<file path="config.mk">
export PLATFORM = sky130hd
export DESIGN_NAME = break_page_frame_mapper_unit
export DESIGN_NICKNAME = d
export VERILOG_FILES = /design/src/hdl/bpfm_pkg.sv /design/src/hdl/break_page_frame_mapper_unit.sv /design/src/hdl/bpfm_frame_map.sv
export SDC_FILE = /design/constraint.sdc
export NUM_CORES = 2
export LEC_CHECK = 0
export ABC_AREA = 1
export BUFFER_PORTS_ARGS = -buffer_cell sky130_fd_sc_hd__buf_2
export CORE_MARGIN = 5
export CORE_UTILIZATION = 57
export CTS_CLUSTER_SIZE = 14
export DETAILED_ROUTE_END_ITERATION = 8
export PLACE_DENSITY = 0.75
export SLEW_MARGIN = 20
export SYNTH_ARGS = -nofsm -noshare
export SYNTH_HDL_FRONTEND = slang
export SYNTH_SLANG_ARGS = --single-unit
export TNS_END_PERCENT = 1
</file>
<file path="constraint.sdc">
create_clock -name clk -period 6.76 [get_ports clk]
set_clock_uncertainty 0.05 [all_clocks]
set_input_delay 1.352 -clock clk [delete_from_list [all_inputs] [get_ports clk]]
set_output_delay 1.352 -clock clk [all_outputs]
set_load 0.005 [all_outputs]
</file>
<file path="src/hdl/bpfm_pkg.sv">
// ----------------------------------------------------------------------------
// bpfm_pkg: shared definitions for the break page frame mapper
// Sizes, command and status codes, configuration register indexes and the
// request/response structs between the top level and the frame bitmap.
// ----------------------------------------------------------------------------
`default_nettype none

package bpfm_pkg;

  // Geometry.
  localparam int PAGES       = 128;
  localparam int FRAMES      = 256;
  localparam int PAGE_SHIFT  = 13;
  localparam int PAGE_W      = $clog2(PAGES);
  localparam int PAGE_CNT_W  = PAGE_W + 1;
  localparam int FRAME_W     = $clog2(FRAMES);
  localparam int FRAME_CNT_W = FRAME_W + 1;

  // Field widths of the stream payloads.
  localparam int CMD_W     = 2;
  localparam int ADDR_W    = 21;
  localparam int PROT_W    = 3;
  localparam int STATUS_W  = 2;
  localparam int CHANGED_W = 8;
  localparam int ENT_FRAME_W = 8;
  localparam int IN_BITS   = CMD_W + ADDR_W + PAGE_W + PROT_W;
  localparam int IN_W      = ((IN_BITS + 7) / 8) * 8;
  localparam int OUT_BITS  = STATUS_W + ADDR_W + 1 + PROT_W + ENT_FRAME_W + CHANGED_W;
  localparam int OUT_W     = ((OUT_BITS + 7) / 8) * 8;

  // Page table entry as stored in memory: prot above frame.
  localparam int PTE_W = PROT_W + FRAME_W;

  // Frame bitmap rows.
  localparam int ROW_BITS  = 16;
  localparam int ROW_SEL_W = $clog2(ROW_BITS);
  localparam int ROWS      = FRAMES / ROW_BITS;
  localparam int ROW_W     = $clog2(ROWS);

  // Configuration port.
  localparam int CFG_IDX_W     = 1;
  localparam int FRAME_COUNT_W = 9;
  localparam int CFG_DATA_W    = FRAME_COUNT_W;
  localparam logic [CFG_IDX_W-1:0] CFG_VM_ENABLED  = 1'd0;
  localparam logic [CFG_IDX_W-1:0] CFG_FRAME_COUNT = 1'd1;
  localparam logic [FRAME_COUNT_W-1:0] FRAME_COUNT_RESET = 9'd256;

  localparam logic [PROT_W-1:0] PROT_RW = 3'd3;

  typedef enum logic [CMD_W-1:0] {
    CMD_BREAK   = 2'd0,
    CMD_RESERVE = 2'd1,
    CMD_READ    = 2'd2
  } cmd_t;

  typedef enum logic [STATUS_W-1:0] {
    STS_OK        = 2'd0,
    STS_UNCHANGED = 2'd1,
    STS_NO_FRAME  = 2'd2,
    STS_BAD_INDEX = 2'd3
  } status_t;

  typedef enum logic [1:0] {
    FM_ALLOC = 2'd0,
    FM_FREE  = 2'd1,
    FM_TSET  = 2'd2
  } fm_op_t;

  typedef struct packed {
    logic               valid;
    fm_op_t             op;
    logic [FRAME_W-1:0] frame;
  } fm_req_t;

  typedef struct packed {
    logic               done;
    logic               fail;
    logic [FRAME_W-1:0] frame;
  } fm_rsp_t;

  // Frames at or above this limit are never handed out.
  function automatic logic [FRAME_CNT_W-1:0] frame_limit(
    input logic [FRAME_COUNT_W-1:0] count
  );
    if (int'(count) > FRAMES) begin
      return FRAME_CNT_W'(FRAMES);
    end
    return FRAME_CNT_W'(count);
  endfunction

endpackage

`default_nettype wire

</file>
<file path="src/hdl/break_page_frame_mapper_unit.sv">
// ----------------------------------------------------------------------------
// break_page_frame_mapper_unit: break-driven page mapper with frame bitmap
// Page table in a synchronous memory with valid flags in flip-flops; frame
// allocation through the bpfm_frame_map bitmap unit.
//
//   Channel   Direction  Handshake              Payload
//   s_*       in         s_tvalid / s_tready    command, break_address, page_index, prot
//   m_*       out        m_tvalid / m_tready    status, break_now, entry fields, pages_changed
//   cfg_*     in         cfg_write              vm_enabled (0), frame_count (1)
//
// One request at a time. A break raise steps past already valid pages and
// allocates a frame for each new mapping, the bitmap scan passing full rows;
// a lowering steps past invalid pages and frees the frame of each valid one.
// Every frame allocation or free is a bitmap read-modify-write.
// Reset is synchronous and needs no clearing pass. A stalled result waits in
// the output register while the next request is accepted.
// ----------------------------------------------------------------------------
`default_nettype none

module break_page_frame_mapper_unit (
  input  wire logic                                clk,
  input  wire logic                                rst,
  input  wire logic                                s_tvalid,
  output logic                                     s_tready,
  // command[1:0], break_address[22:2], page_index[29:23], prot[32:30]
  input  wire logic [bpfm_pkg::IN_W-1:0]           s_tdata,
  output logic                                     m_tvalid,
  input  wire logic                                m_tready,
  // status[1:0], break_now[22:2], entry_valid[23], entry_prot[26:24],
  // entry_frame[34:27], pages_changed[42:35]
  output logic [bpfm_pkg::OUT_W-1:0]               m_tdata,
  input  wire logic                                cfg_write,
  input  wire logic [bpfm_pkg::CFG_IDX_W-1:0]      cfg_index,
  input  wire logic [bpfm_pkg::CFG_DATA_W-1:0]     cfg_data
);

  typedef enum logic [10:0] {
    S_IDLE       = 11'b00000000001,
    S_DECODE     = 11'b00000000010,
    S_RAISE      = 11'b00000000100,
    S_ALLOC_WAIT = 11'b00000001000,
    S_LOWER      = 11'b00000010000,
    S_LOWER_RD   = 11'b00000100000,
    S_FREE_WAIT  = 11'b00001000000,
    S_RES_CHK    = 11'b00010000000,
    S_TSET_WAIT  = 11'b00100000000,
    S_READ_CHK   = 11'b01000000000,
    S_OUT        = 11'b10000000000
  } state_t;

  localparam int UP_W = bpfm_pkg::ADDR_W - bpfm_pkg::PAGE_SHIFT + 1;

  state_t                                   state;
  logic                                     vm_enabled;
  logic [bpfm_pkg::FRAME_COUNT_W-1:0]       frame_count;

  bpfm_pkg::cmd_t                           cmd_q;
  logic [bpfm_pkg::PAGE_W-1:0]              idx_q;
  logic [bpfm_pkg::PROT_W-1:0]              prot_q;
  logic [bpfm_pkg::PAGE_CNT_W-1:0]          tgt_page;
  logic [bpfm_pkg::PAGE_CNT_W-1:0]          brk_page;
  logic [bpfm_pkg::PAGE_CNT_W-1:0]          page;
  bpfm_pkg::status_t                        status_q;
  logic                                     ent_valid;
  logic [bpfm_pkg::PROT_W-1:0]              ent_prot;
  logic [bpfm_pkg::FRAME_W-1:0]             ent_frame;
  logic [bpfm_pkg::CHANGED_W-1:0]           changed;

  logic [bpfm_pkg::PAGES-1:0]               pt_valid;
  logic [bpfm_pkg::PTE_W-1:0]               pt_mem [bpfm_pkg::PAGES];
  logic [bpfm_pkg::PTE_W-1:0]               pt_rdata;
  logic [bpfm_pkg::PAGE_W-1:0]              pt_raddr;
  logic                                     pt_we;
  logic [bpfm_pkg::PAGE_W-1:0]              pt_waddr;
  logic [bpfm_pkg::PTE_W-1:0]               pt_wdata;
  logic [bpfm_pkg::PROT_W-1:0]              rd_prot;
  logic [bpfm_pkg::FRAME_W-1:0]             rd_frame;
  logic [bpfm_pkg::FRAME_W-1:0]             idx_frame;
  logic                                     cur_valid;
  logic                                     page_valid;

  logic [bpfm_pkg::ADDR_W-1:0]              in_addr;
  logic [UP_W-1:0]                          up_pages;
  logic [bpfm_pkg::PAGE_CNT_W-1:0]          in_tgt;
  logic                                     out_free;

  bpfm_pkg::fm_req_t                        fm_req;
  bpfm_pkg::fm_rsp_t                        fm_rsp;

  bpfm_frame_map u_frames (
    .clk         (clk),
    .rst         (rst),
    .frame_count (frame_count),
    .req         (fm_req),
    .rsp         (fm_rsp)
  );

  assign s_tready = (state == S_IDLE);
  assign out_free = !m_tvalid || m_tready;

  // Requested break clamped to the address space and rounded up to a page.
  assign in_addr  = s_tdata[bpfm_pkg::CMD_W +: bpfm_pkg::ADDR_W];
  assign up_pages = {1'b0, in_addr[bpfm_pkg::ADDR_W-1:bpfm_pkg::PAGE_SHIFT]}
                  + UP_W'(|in_addr[bpfm_pkg::PAGE_SHIFT-1:0]);
  assign in_tgt   = (in_addr > bpfm_pkg::ADDR_W'(bpfm_pkg::PAGES << bpfm_pkg::PAGE_SHIFT))
                  ? bpfm_pkg::PAGE_CNT_W'(bpfm_pkg::PAGES)
                  : up_pages[bpfm_pkg::PAGE_CNT_W-1:0];

  assign rd_prot    = pt_rdata[bpfm_pkg::PTE_W-1:bpfm_pkg::FRAME_W];
  assign rd_frame   = pt_rdata[bpfm_pkg::FRAME_W-1:0];
  assign idx_frame  = bpfm_pkg::FRAME_W'(idx_q);
  assign cur_valid  = pt_valid[idx_q];
  assign page_valid = pt_valid[page[bpfm_pkg::PAGE_W-1:0]];

  always_comb begin
    pt_raddr = (state == S_LOWER) ? page[bpfm_pkg::PAGE_W-1:0] : idx_q;
    pt_we    = 1'b0;
    pt_waddr = idx_q;
    pt_wdata = {prot_q, idx_frame};
    fm_req.valid = 1'b0;
    fm_req.op    = bpfm_pkg::FM_ALLOC;
    fm_req.frame = idx_frame;
    case (state)
      S_RAISE: begin
        fm_req.valid = (page != tgt_page) && !page_valid;
      end
      S_ALLOC_WAIT: begin
        pt_we    = fm_rsp.done && !fm_rsp.fail;
        pt_waddr = page[bpfm_pkg::PAGE_W-1:0];
        pt_wdata = {bpfm_pkg::PROT_RW, fm_rsp.frame};
      end
      S_LOWER_RD: begin
        fm_req.valid = 1'b1;
        fm_req.op    = bpfm_pkg::FM_FREE;
        fm_req.frame = rd_frame;
      end
      S_RES_CHK: begin
        // Identity entry already there: only the protection changes.
        pt_we        = cur_valid && (rd_frame == idx_frame);
        fm_req.valid = !cur_valid;
        fm_req.op    = bpfm_pkg::FM_TSET;
      end
      S_TSET_WAIT: begin
        pt_we = fm_rsp.done && !fm_rsp.fail;
      end
      default: begin
        pt_we = 1'b0;
      end
    endcase
  end

  always_ff @(posedge clk) begin
    if (pt_we) begin
      pt_mem[pt_waddr] <= pt_wdata;
    end
    pt_rdata <= pt_mem[pt_raddr];
  end

  always_ff @(posedge clk) begin
    if (rst) begin
      vm_enabled  <= 1'b0;
      frame_count <= bpfm_pkg::FRAME_COUNT_RESET;
    end else if (cfg_write) begin
      case (cfg_index)
        bpfm_pkg::CFG_VM_ENABLED:  vm_enabled  <= cfg_data[0];
        bpfm_pkg::CFG_FRAME_COUNT: frame_count <= cfg_data;
        default: begin
          vm_enabled <= vm_enabled;
        end
      endcase
    end
  end

  always_ff @(posedge clk) begin
    if (rst) begin
      state    <= S_IDLE;
      brk_page <= '0;
      pt_valid <= '0;
      m_tvalid <= 1'b0;
    end else begin
      if (state == S_OUT && out_free) begin
        m_tvalid <= 1'b1;
      end else if (m_tready) begin
        m_tvalid <= 1'b0;
      end
      case (state)
        S_IDLE: begin
          if (s_tvalid) begin
            cmd_q     <= bpfm_pkg::cmd_t'(s_tdata[bpfm_pkg::CMD_W-1:0]);
            idx_q     <= s_tdata[bpfm_pkg::CMD_W + bpfm_pkg::ADDR_W +: bpfm_pkg::PAGE_W];
            prot_q    <= s_tdata[bpfm_pkg::IN_BITS-1 -: bpfm_pkg::PROT_W];
            tgt_page  <= in_tgt;
            status_q  <= bpfm_pkg::STS_OK;
            ent_valid <= 1'b0;
            ent_prot  <= '0;
            ent_frame <= '0;
            changed   <= '0;
            state     <= S_DECODE;
          end
        end
        S_DECODE: begin
          case (cmd_q)
            bpfm_pkg::CMD_BREAK: begin
              if (!vm_enabled) begin
                brk_page <= tgt_page;
                state    <= S_OUT;
              end else if (tgt_page == brk_page) begin
                status_q <= bpfm_pkg::STS_UNCHANGED;
                state    <= S_OUT;
              end else if (tgt_page > brk_page) begin
                page  <= brk_page;
                state <= S_RAISE;
              end else begin
                page  <= tgt_page;
                state <= S_LOWER;
              end
            end
            bpfm_pkg::CMD_RESERVE: begin
              if ({1'b0, idx_frame} >= bpfm_pkg::frame_limit(frame_count)) begin
                status_q <= bpfm_pkg::STS_BAD_INDEX;
                state    <= S_OUT;
              end else begin
                state <= S_RES_CHK;
              end
            end
            bpfm_pkg::CMD_READ: begin
              state <= S_READ_CHK;
            end
            default: begin
              state <= S_OUT;
            end
          endcase
        end
        S_RAISE: begin
          if (page == tgt_page) begin
            brk_page <= tgt_page;
            state    <= S_OUT;
          end else if (page_valid) begin
            page <= page + bpfm_pkg::PAGE_CNT_W'(1);
          end else begin
            state <= S_ALLOC_WAIT;
          end
        end
        S_ALLOC_WAIT: begin
          if (fm_rsp.done) begin
            if (fm_rsp.fail) begin
              // The break stops at the page that found no frame.
              status_q <= bpfm_pkg::STS_NO_FRAME;
              brk_page <= page;
              state    <= S_OUT;
            end else begin
              pt_valid[page[bpfm_pkg::PAGE_W-1:0]] <= 1'b1;
              changed <= changed + bpfm_pkg::CHANGED_W'(1);
              page    <= page + bpfm_pkg::PAGE_CNT_W'(1);
              state   <= S_RAISE;
            end
          end
        end
        S_LOWER: begin
          if (page == brk_page) begin
            brk_page <= tgt_page;
            state    <= S_OUT;
          end else if (page_valid) begin
            state <= S_LOWER_RD;
          end else begin
            page <= page + bpfm_pkg::PAGE_CNT_W'(1);
          end
        end
        S_LOWER_RD: begin
          pt_valid[page[bpfm_pkg::PAGE_W-1:0]] <= 1'b0;
          changed <= changed + bpfm_pkg::CHANGED_W'(1);
          state   <= S_FREE_WAIT;
        end
        S_FREE_WAIT: begin
          if (fm_rsp.done) begin
            page  <= page + bpfm_pkg::PAGE_CNT_W'(1);
            state <= S_LOWER;
          end
        end
        S_RES_CHK: begin
          if (cur_valid) begin
            ent_valid <= 1'b1;
            ent_frame <= rd_frame;
            if (rd_frame == idx_frame) begin
              ent_prot <= prot_q;
            end else begin
              ent_prot <= rd_prot;
              status_q <= bpfm_pkg::STS_NO_FRAME;
            end
            state <= S_OUT;
          end else begin
            state <= S_TSET_WAIT;
          end
        end
        S_TSET_WAIT: begin
          if (fm_rsp.done) begin
            if (fm_rsp.fail) begin
              status_q <= bpfm_pkg::STS_NO_FRAME;
            end else begin
              pt_valid[idx_q] <= 1'b1;
              ent_valid <= 1'b1;
              ent_prot  <= prot_q;
              ent_frame <= idx_frame;
            end
            state <= S_OUT;
          end
        end
        S_READ_CHK: begin
          if (cur_valid) begin
            ent_valid <= 1'b1;
            ent_prot  <= rd_prot;
            ent_frame <= rd_frame;
          end
          state <= S_OUT;
        end
        S_OUT: begin
          if (out_free) begin
            state <= S_IDLE;
          end
        end
        default: begin
          state <= S_IDLE;
        end
      endcase
    end
  end

  always_ff @(posedge clk) begin
    if (state == S_OUT && out_free) begin
      m_tdata <= bpfm_pkg::OUT_W'({
        changed,
        bpfm_pkg::ENT_FRAME_W'(ent_frame),
        ent_prot,
        ent_valid,
        bpfm_pkg::ADDR_W'({brk_page, {bpfm_pkg::PAGE_SHIFT{1'b0}}}),
        status_q
      });
    end
  end

  a_break_range: assert property (@(posedge clk) disable iff (rst)
    brk_page <= bpfm_pkg::PAGE_CNT_W'(bpfm_pkg::PAGES))
    else $error("break beyond address space");

  a_req_enters_wait: assert property (@(posedge clk) disable iff (rst)
    fm_req.valid |=> (state == S_ALLOC_WAIT || state == S_FREE_WAIT ||
                      state == S_TSET_WAIT))
    else $error("frame request without wait state");

  a_alloc_free_page: assert property (@(posedge clk) disable iff (rst)
    (state == S_ALLOC_WAIT && fm_rsp.done) |-> !page_valid)
    else $error("frame allocated for a page already mapped");

  a_walk_range: assert property (@(posedge clk) disable iff (rst)
    (state == S_RAISE || state == S_LOWER) |-> page <= bpfm_pkg::PAGE_CNT_W'(bpfm_pkg::PAGES))
    else $error("page walk beyond page table");

endmodule

`default_nettype wire

</file>
<file path="src/hdl/bpfm_frame_map.sv">
// ----------------------------------------------------------------------------
// bpfm_frame_map: used-frame bitmap
// Rows of frame-used bits in a synchronous memory with per-row valid flags.
// Serves allocate-lowest, free and test-and-set requests by read-modify-write.
// ----------------------------------------------------------------------------
`default_nettype none

module bpfm_frame_map (
  input  wire logic                                   clk,
  input  wire logic                                   rst,
  input  wire logic [bpfm_pkg::FRAME_COUNT_W-1:0]     frame_count,
  input  wire bpfm_pkg::fm_req_t                      req,
  output bpfm_pkg::fm_rsp_t                           rsp
);

  typedef enum logic [1:0] {
    F_IDLE  = 2'b01,
    F_CHECK = 2'b10
  } fstate_t;

  fstate_t                               state;
  bpfm_pkg::fm_op_t                      op_q;
  logic [bpfm_pkg::ROW_W-1:0]            row_q;
  logic [bpfm_pkg::ROW_SEL_W-1:0]        bit_q;
  // Every row below hint is fully used.
  logic [bpfm_pkg::ROW_W:0]              hint;

  logic [bpfm_pkg::ROW_BITS-1:0]         mem [bpfm_pkg::ROWS];
  logic [bpfm_pkg::ROWS-1:0]             row_valid;
  logic [bpfm_pkg::ROW_BITS-1:0]         rdata;
  logic                                  rvld;

  logic [bpfm_pkg::ROW_W-1:0]            rd_row;
  logic [bpfm_pkg::ROW_BITS-1:0]         row;
  logic [bpfm_pkg::ROW_BITS-1:0]         bit_mask;
  logic [bpfm_pkg::ROW_SEL_W-1:0]        free_bit;
  logic                                  full;
  logic                                  last_row;
  logic [bpfm_pkg::FRAME_W-1:0]          alloc_frame;
  logic [bpfm_pkg::FRAME_CNT_W-1:0]      limit;
  logic                                  alloc_ok;
  logic                                  we;
  logic [bpfm_pkg::ROW_BITS-1:0]         wdata;
  logic                                  done_next;

  function automatic logic [bpfm_pkg::ROW_SEL_W-1:0] first_zero(
    input logic [bpfm_pkg::ROW_BITS-1:0] v
  );
    logic [bpfm_pkg::ROW_SEL_W-1:0] pos;
    pos = '0;
    for (int i = bpfm_pkg::ROW_BITS - 1; i >= 0; i--) begin
      if (!v[i]) begin
        pos = bpfm_pkg::ROW_SEL_W'(i);
      end
    end
    return pos;
  endfunction

  always_comb begin
    if (state == F_IDLE) begin
      rd_row = (req.op == bpfm_pkg::FM_ALLOC) ? hint[bpfm_pkg::ROW_W-1:0]
                                              : req.frame[bpfm_pkg::FRAME_W-1:bpfm_pkg::ROW_SEL_W];
    end else begin
      rd_row = row_q + bpfm_pkg::ROW_W'(1);
    end
  end

  assign row         = rvld ? rdata : '0;
  assign bit_mask    = bpfm_pkg::ROW_BITS'(1) << bit_q;
  assign free_bit    = first_zero(row);
  assign full        = &row;
  assign last_row    = (row_q == bpfm_pkg::ROW_W'(bpfm_pkg::ROWS - 1));
  assign alloc_frame = {row_q, free_bit};
  assign limit       = bpfm_pkg::frame_limit(frame_count);
  assign alloc_ok    = ({1'b0, alloc_frame} < limit);

  always_comb begin
    we    = 1'b0;
    wdata = row | bit_mask;
    if (state == F_CHECK) begin
      case (op_q)
        bpfm_pkg::FM_ALLOC: begin
          we    = !full && alloc_ok;
          wdata = row | (bpfm_pkg::ROW_BITS'(1) << free_bit);
        end
        bpfm_pkg::FM_FREE: begin
          we    = 1'b1;
          wdata = row & ~bit_mask;
        end
        bpfm_pkg::FM_TSET: begin
          we    = !(|(row & bit_mask));
          wdata = row | bit_mask;
        end
        default: begin
          we = 1'b0;
        end
      endcase
    end
  end

  // A response is due when an allocation finds the bitmap exhausted at once
  // or when a check ends; a full row in mid-scan moves on to the next row.
  always_comb begin
    case (state)
      F_IDLE: begin
        done_next = req.valid && req.op == bpfm_pkg::FM_ALLOC &&
                    hint == (bpfm_pkg::ROW_W + 1)'(bpfm_pkg::ROWS);
      end
      F_CHECK: begin
        done_next = (op_q == bpfm_pkg::FM_FREE) || (op_q == bpfm_pkg::FM_TSET) ||
                    (op_q == bpfm_pkg::FM_ALLOC && !(full && !last_row));
      end
      default: begin
        done_next = 1'b0;
      end
    endcase
  end

  // Bitmap memory with a registered read.
  always_ff @(posedge clk) begin
    if (we) begin
      mem[row_q] <= wdata;
    end
    rdata <= mem[rd_row];
    rvld  <= row_valid[rd_row];
  end

  // A row never written reads as all free.
  always_ff @(posedge clk) begin
    if (rst) begin
      row_valid <= '0;
    end else if (we) begin
      row_valid[row_q] <= 1'b1;
    end
  end

  always_ff @(posedge clk) begin
    if (rst) begin
      state     <= F_IDLE;
      hint      <= '0;
      rsp.done  <= 1'b0;
      rsp.fail  <= 1'b0;
      rsp.frame <= '0;
      op_q      <= bpfm_pkg::FM_ALLOC;
      row_q     <= '0;
      bit_q     <= '0;
    end else begin
      rsp.done <= done_next;
      case (state)
        F_IDLE: begin
          if (req.valid) begin
            op_q  <= req.op;
            bit_q <= req.frame[bpfm_pkg::ROW_SEL_W-1:0];
            row_q <= rd_row;
            if (req.op == bpfm_pkg::FM_ALLOC &&
                hint == (bpfm_pkg::ROW_W + 1)'(bpfm_pkg::ROWS)) begin
              rsp.fail <= 1'b1;
            end else begin
              state <= F_CHECK;
            end
          end
        end
        F_CHECK: begin
          case (op_q)
            bpfm_pkg::FM_ALLOC: begin
              if (full) begin
                if (last_row) begin
                  hint     <= (bpfm_pkg::ROW_W + 1)'(bpfm_pkg::ROWS);
                  rsp.fail <= 1'b1;
                  state    <= F_IDLE;
                end else begin
                  // Row exhausted; the next row is being read this cycle.
                  row_q <= row_q + bpfm_pkg::ROW_W'(1);
                  hint  <= {1'b0, row_q} + (bpfm_pkg::ROW_W + 1)'(1);
                end
              end else begin
                rsp.fail  <= !alloc_ok;
                rsp.frame <= alloc_frame;
                state     <= F_IDLE;
              end
            end
            bpfm_pkg::FM_FREE: begin
              if ({1'b0, row_q} < hint) begin
                hint <= {1'b0, row_q};
              end
              rsp.fail <= 1'b0;
              state    <= F_IDLE;
            end
            bpfm_pkg::FM_TSET: begin
              rsp.fail <= |(row & bit_mask);
              state    <= F_IDLE;
            end
            default: begin
              state <= F_IDLE;
            end
          endcase
        end
        default: begin
          state <= F_IDLE;
        end
      endcase
    end
  end

  a_hint_range: assert property (@(posedge clk) disable iff (rst)
    hint <= (bpfm_pkg::ROW_W + 1)'(bpfm_pkg::ROWS))
    else $error("frame hint beyond last row");

  a_req_when_idle: assert property (@(posedge clk) disable iff (rst)
    req.valid |-> state == F_IDLE)
    else $error("frame request while busy");

  a_alloc_in_limit: assert property (@(posedge clk) disable iff (rst)
    (rsp.done && !rsp.fail && op_q == bpfm_pkg::FM_ALLOC) |-> ({1'b0, rsp.frame} < limit))
    else $error("allocated frame at or above limit");

  a_done_pulse: assert property (@(posedge clk) disable iff (rst)
    rsp.done |=> !rsp.done)
    else $error("back-to-back frame responses");

endmodule

`default_nettype wire
</file>
==> metrics.txt <==
Final #Nets=8,187; CTS buffer count=195; main combinational cell family by area after synthesis=compound AO/OA/AOI/OAI gates; CTS clk-pin slew, worst paths=60 ps; Final Cell Area=0.0963 mm^2; startpoint types=register; core area=0.152 mm^2; Max Cap Violations=0; Pleak=0.0339 uW; Compound-Gate Fraction of Synth Area=0.145; mapped cell area=0.0871 mm^2; adder-cell share of the synthesized area=0.00546; Primary FF master, synth=edfxtp_1; P&R area growth vs syn=10.5%; Max Buffers Root-to-Sink=3; Non-Filler Instances=10,294; latest clock arrival within the worst-skew pair=850 ps; Die X=401 um; commonest cells in the netlist=edfxtp_1 (1,744), nand2_1 (1,382), o21ai_0 (842); Post-Route WL=248,000 um; XOR/XNOR share of the synthesized area=0.00171; Crit path required time=7270 ps; Vert. Die Dim=401 um; DRC violations left=0; Post-Synth Simple-Gate Area=0.135; RSZ-0062 raised after global routing=no; gpl congestion=0.985; H-tree depth=4; Yosys top cell by area=edfxtp_1; global-route wire length before repair=370,000 um; CP max FO=16; chain of cells forming the critical path=inv_2, nand2_1, buf_4, o22ai_1, nand3b_1, nand2_1, nand2_1, o21ai_1, o21ai_1, nor2_2, o21bai_2, and2_4, nand2_2, buf_4, nor2_1, buf_4; P per Cell Area=293 mW/mm^2; Warnings, synthesis=0; die footprint=0.161 mm^2; vias in the first global route=60,441; CP bufs+invs=4; Worst setup EP type=register; pin count of the biggest net entering global routing=273; Final WS setup=1620 ps; DR WL/cell=24.1 um; Power Total=28,200 uW; Setup CP Type=register to register; worst min-delay path class=register to register; mux share of post-synthesis cell area=0; syn_area_per_cell=10.8 um^2; Area contributors post-synth=edfxtp_1 (60%), nand2_1 (6.0%), dfxtp_1 (5.3%); grt ovf=0; io pins=105; Crit path max-delay family=simple AND/OR/NAND/NOR gates; Tmin final=5140 ps; Detail Route Antenna Nets=0; Final Max Slew Viols=0; status=complete, no violations; Slew HR=0.193; Rows=143; Via density=6.29; slowest stage delay, CP=770 ps; critical path's slowest cell=edfxtp_1; endpoints failing hold=0; sequential area share after synthesis=0.654; initial drt markers=9,135; total number of vias=64,703; Fin Setup TNS=0 ps; Place WS=1940 ps; # hold bufs at CTS=0; area post-placement=0.0898 mm^2; crit path DAT=5650 ps; Clock Tree Root=clkbuf_16; CTS tree=yes; hpwl dp=145,000 um; asr flop ratio synth=0; most common cell in the synthesized netlist=edfxtp_1; initial antenna violation count=3; Max VDD drop=0.265 mV; starting density of the core=0.574; 1st-pass router iterations=8; fraction of layout cells with a size suffix above 1=0.0891; GRT Total Usage=0.297; setup bufs post-CTS=0; post-CTS sizing=0; Yosys reg bits=1,973; final cycle utilization of the critical path=0.760; clock tree sinks=1,973; post-synth cell types=70; share of the synthesized area in the top cell type=0.601; slew at the pin with the worst max-slew slack=1210 ps; achievable clock frequency=195 MHz; port bufs=79; EDFF count, synth=1,744; Syn Inst Count=8,071; placed insts=9,927; Final Setup Violations=0; number of fill cells=11,356
## flip-flops by register name, indices dropped and copies added, names as in the netlist, 3 cells and up
register	flops
pt_mem	1408
u_frames.mem	256
pt_valid	128
m_tdata	30
u_frames.rdata	16
u_frames.row_valid	16
pt_rdata	11
state	11
u_frames.rsp	10
frame_count	9
brk_page	8
changed	8
ent_frame	8
page	8
tgt_page	8
idx_q	7
u_frames.hint	5
u_frames.bit_q	4
u_frames.row_q	4
ent_prot	3
prot_q	3
## cells by family after synthesis
family / after synthesis
AOI/OAI and AO/OA: 2126
and+or+nand+nor: 2742
other: 1
buffers and inverters: 1174
adders and majority gates: 38
DFF: 1973
xor gates and xnor gates: 17
## worst reg2reg max path, stage by stage (launching register included)
cell	delay (ps)
edfxtp_1	770
inv_2	300
nand2_1	490
buf_4	360
o22ai_1	140
nand3b_1	220
nand2_1	100
nand2_1	70
o21ai_1	240
o21ai_1	120
nor2_2	450
o21bai_2	170
and2_4	190
nand2_2	650
buf_4	290
nor2_1	50
buf_4	210
## metrics by stage
| step | hold slack [ps] | util |
|---|---|---|
| finish | 375 | 0.634 |
| CTS | 376 | 0.634 |
| floorplan | 350 | - |
| detailed placement | 362 | 0.591 |
| global route | 380 | 0.634 |
| global placement | 362 | 0.591 |
## layout by cell type (no fill, tap or decap), types with 75 or more instances in the layout
master and count:
edfxtp_1 1744, nand2_1 1379, o21ai_0 841, inv_1 605, nand3_1 569, nor2_1 514
a21oi_1 386, o211ai_1 281, buf_4 249, dfxtp_1 229, clkbuf_16 195, o21bai_1 124
o21ai_1 111, buf_2 78, o22ai_1 75
## area by class of cell
type	count	area, um^2	share of cell area
flip-flops and latches	1973	57000	0.591
multi-input cells	4941	25300	0.263
clock buffers	260	5250	0.0545
repair buffers	344	2600	0.0270
well taps	2030	2540	0.0264
inverters	639	2420	0.0251
clock inverters	105	1240	0.0128
diodes	2	5.00	0.0000519
## where the power goes
| part | internal, uW | switching [uW] |
|---|---|---|
| combinational | 864 | 2710 |
| clock | 6180 | 4710 |
| sequential | 13600 | 158 |
| total | 20600 | 7580 |
## worst paths after layout
kind                 from  slack, ps  cells after the start            end
max              idx_q[0]       1620                     16  pt_mem[72][1]
min          ent_frame[7]        370                      0    m_tdata[34]
max reg2reg      idx_q[0]       1620                     16  pt_mem[72][1]
min reg2reg  ent_frame[7]        370                      0    m_tdata[34]
## metal layers
metal | GRT usage | vias to the layer above | share of wire
met3 | 0.0736 | 694 | 0.12
met1 | 0.422 | 30898 | 0.39
met5 | 0 | - | 0
met2 | 0.449 | 4227 | 0.45
met4 | 0.111 | 0 | 0.041
li1 | - | 28884 | -
Note: power is estimated with default switching activity, not from simulation.
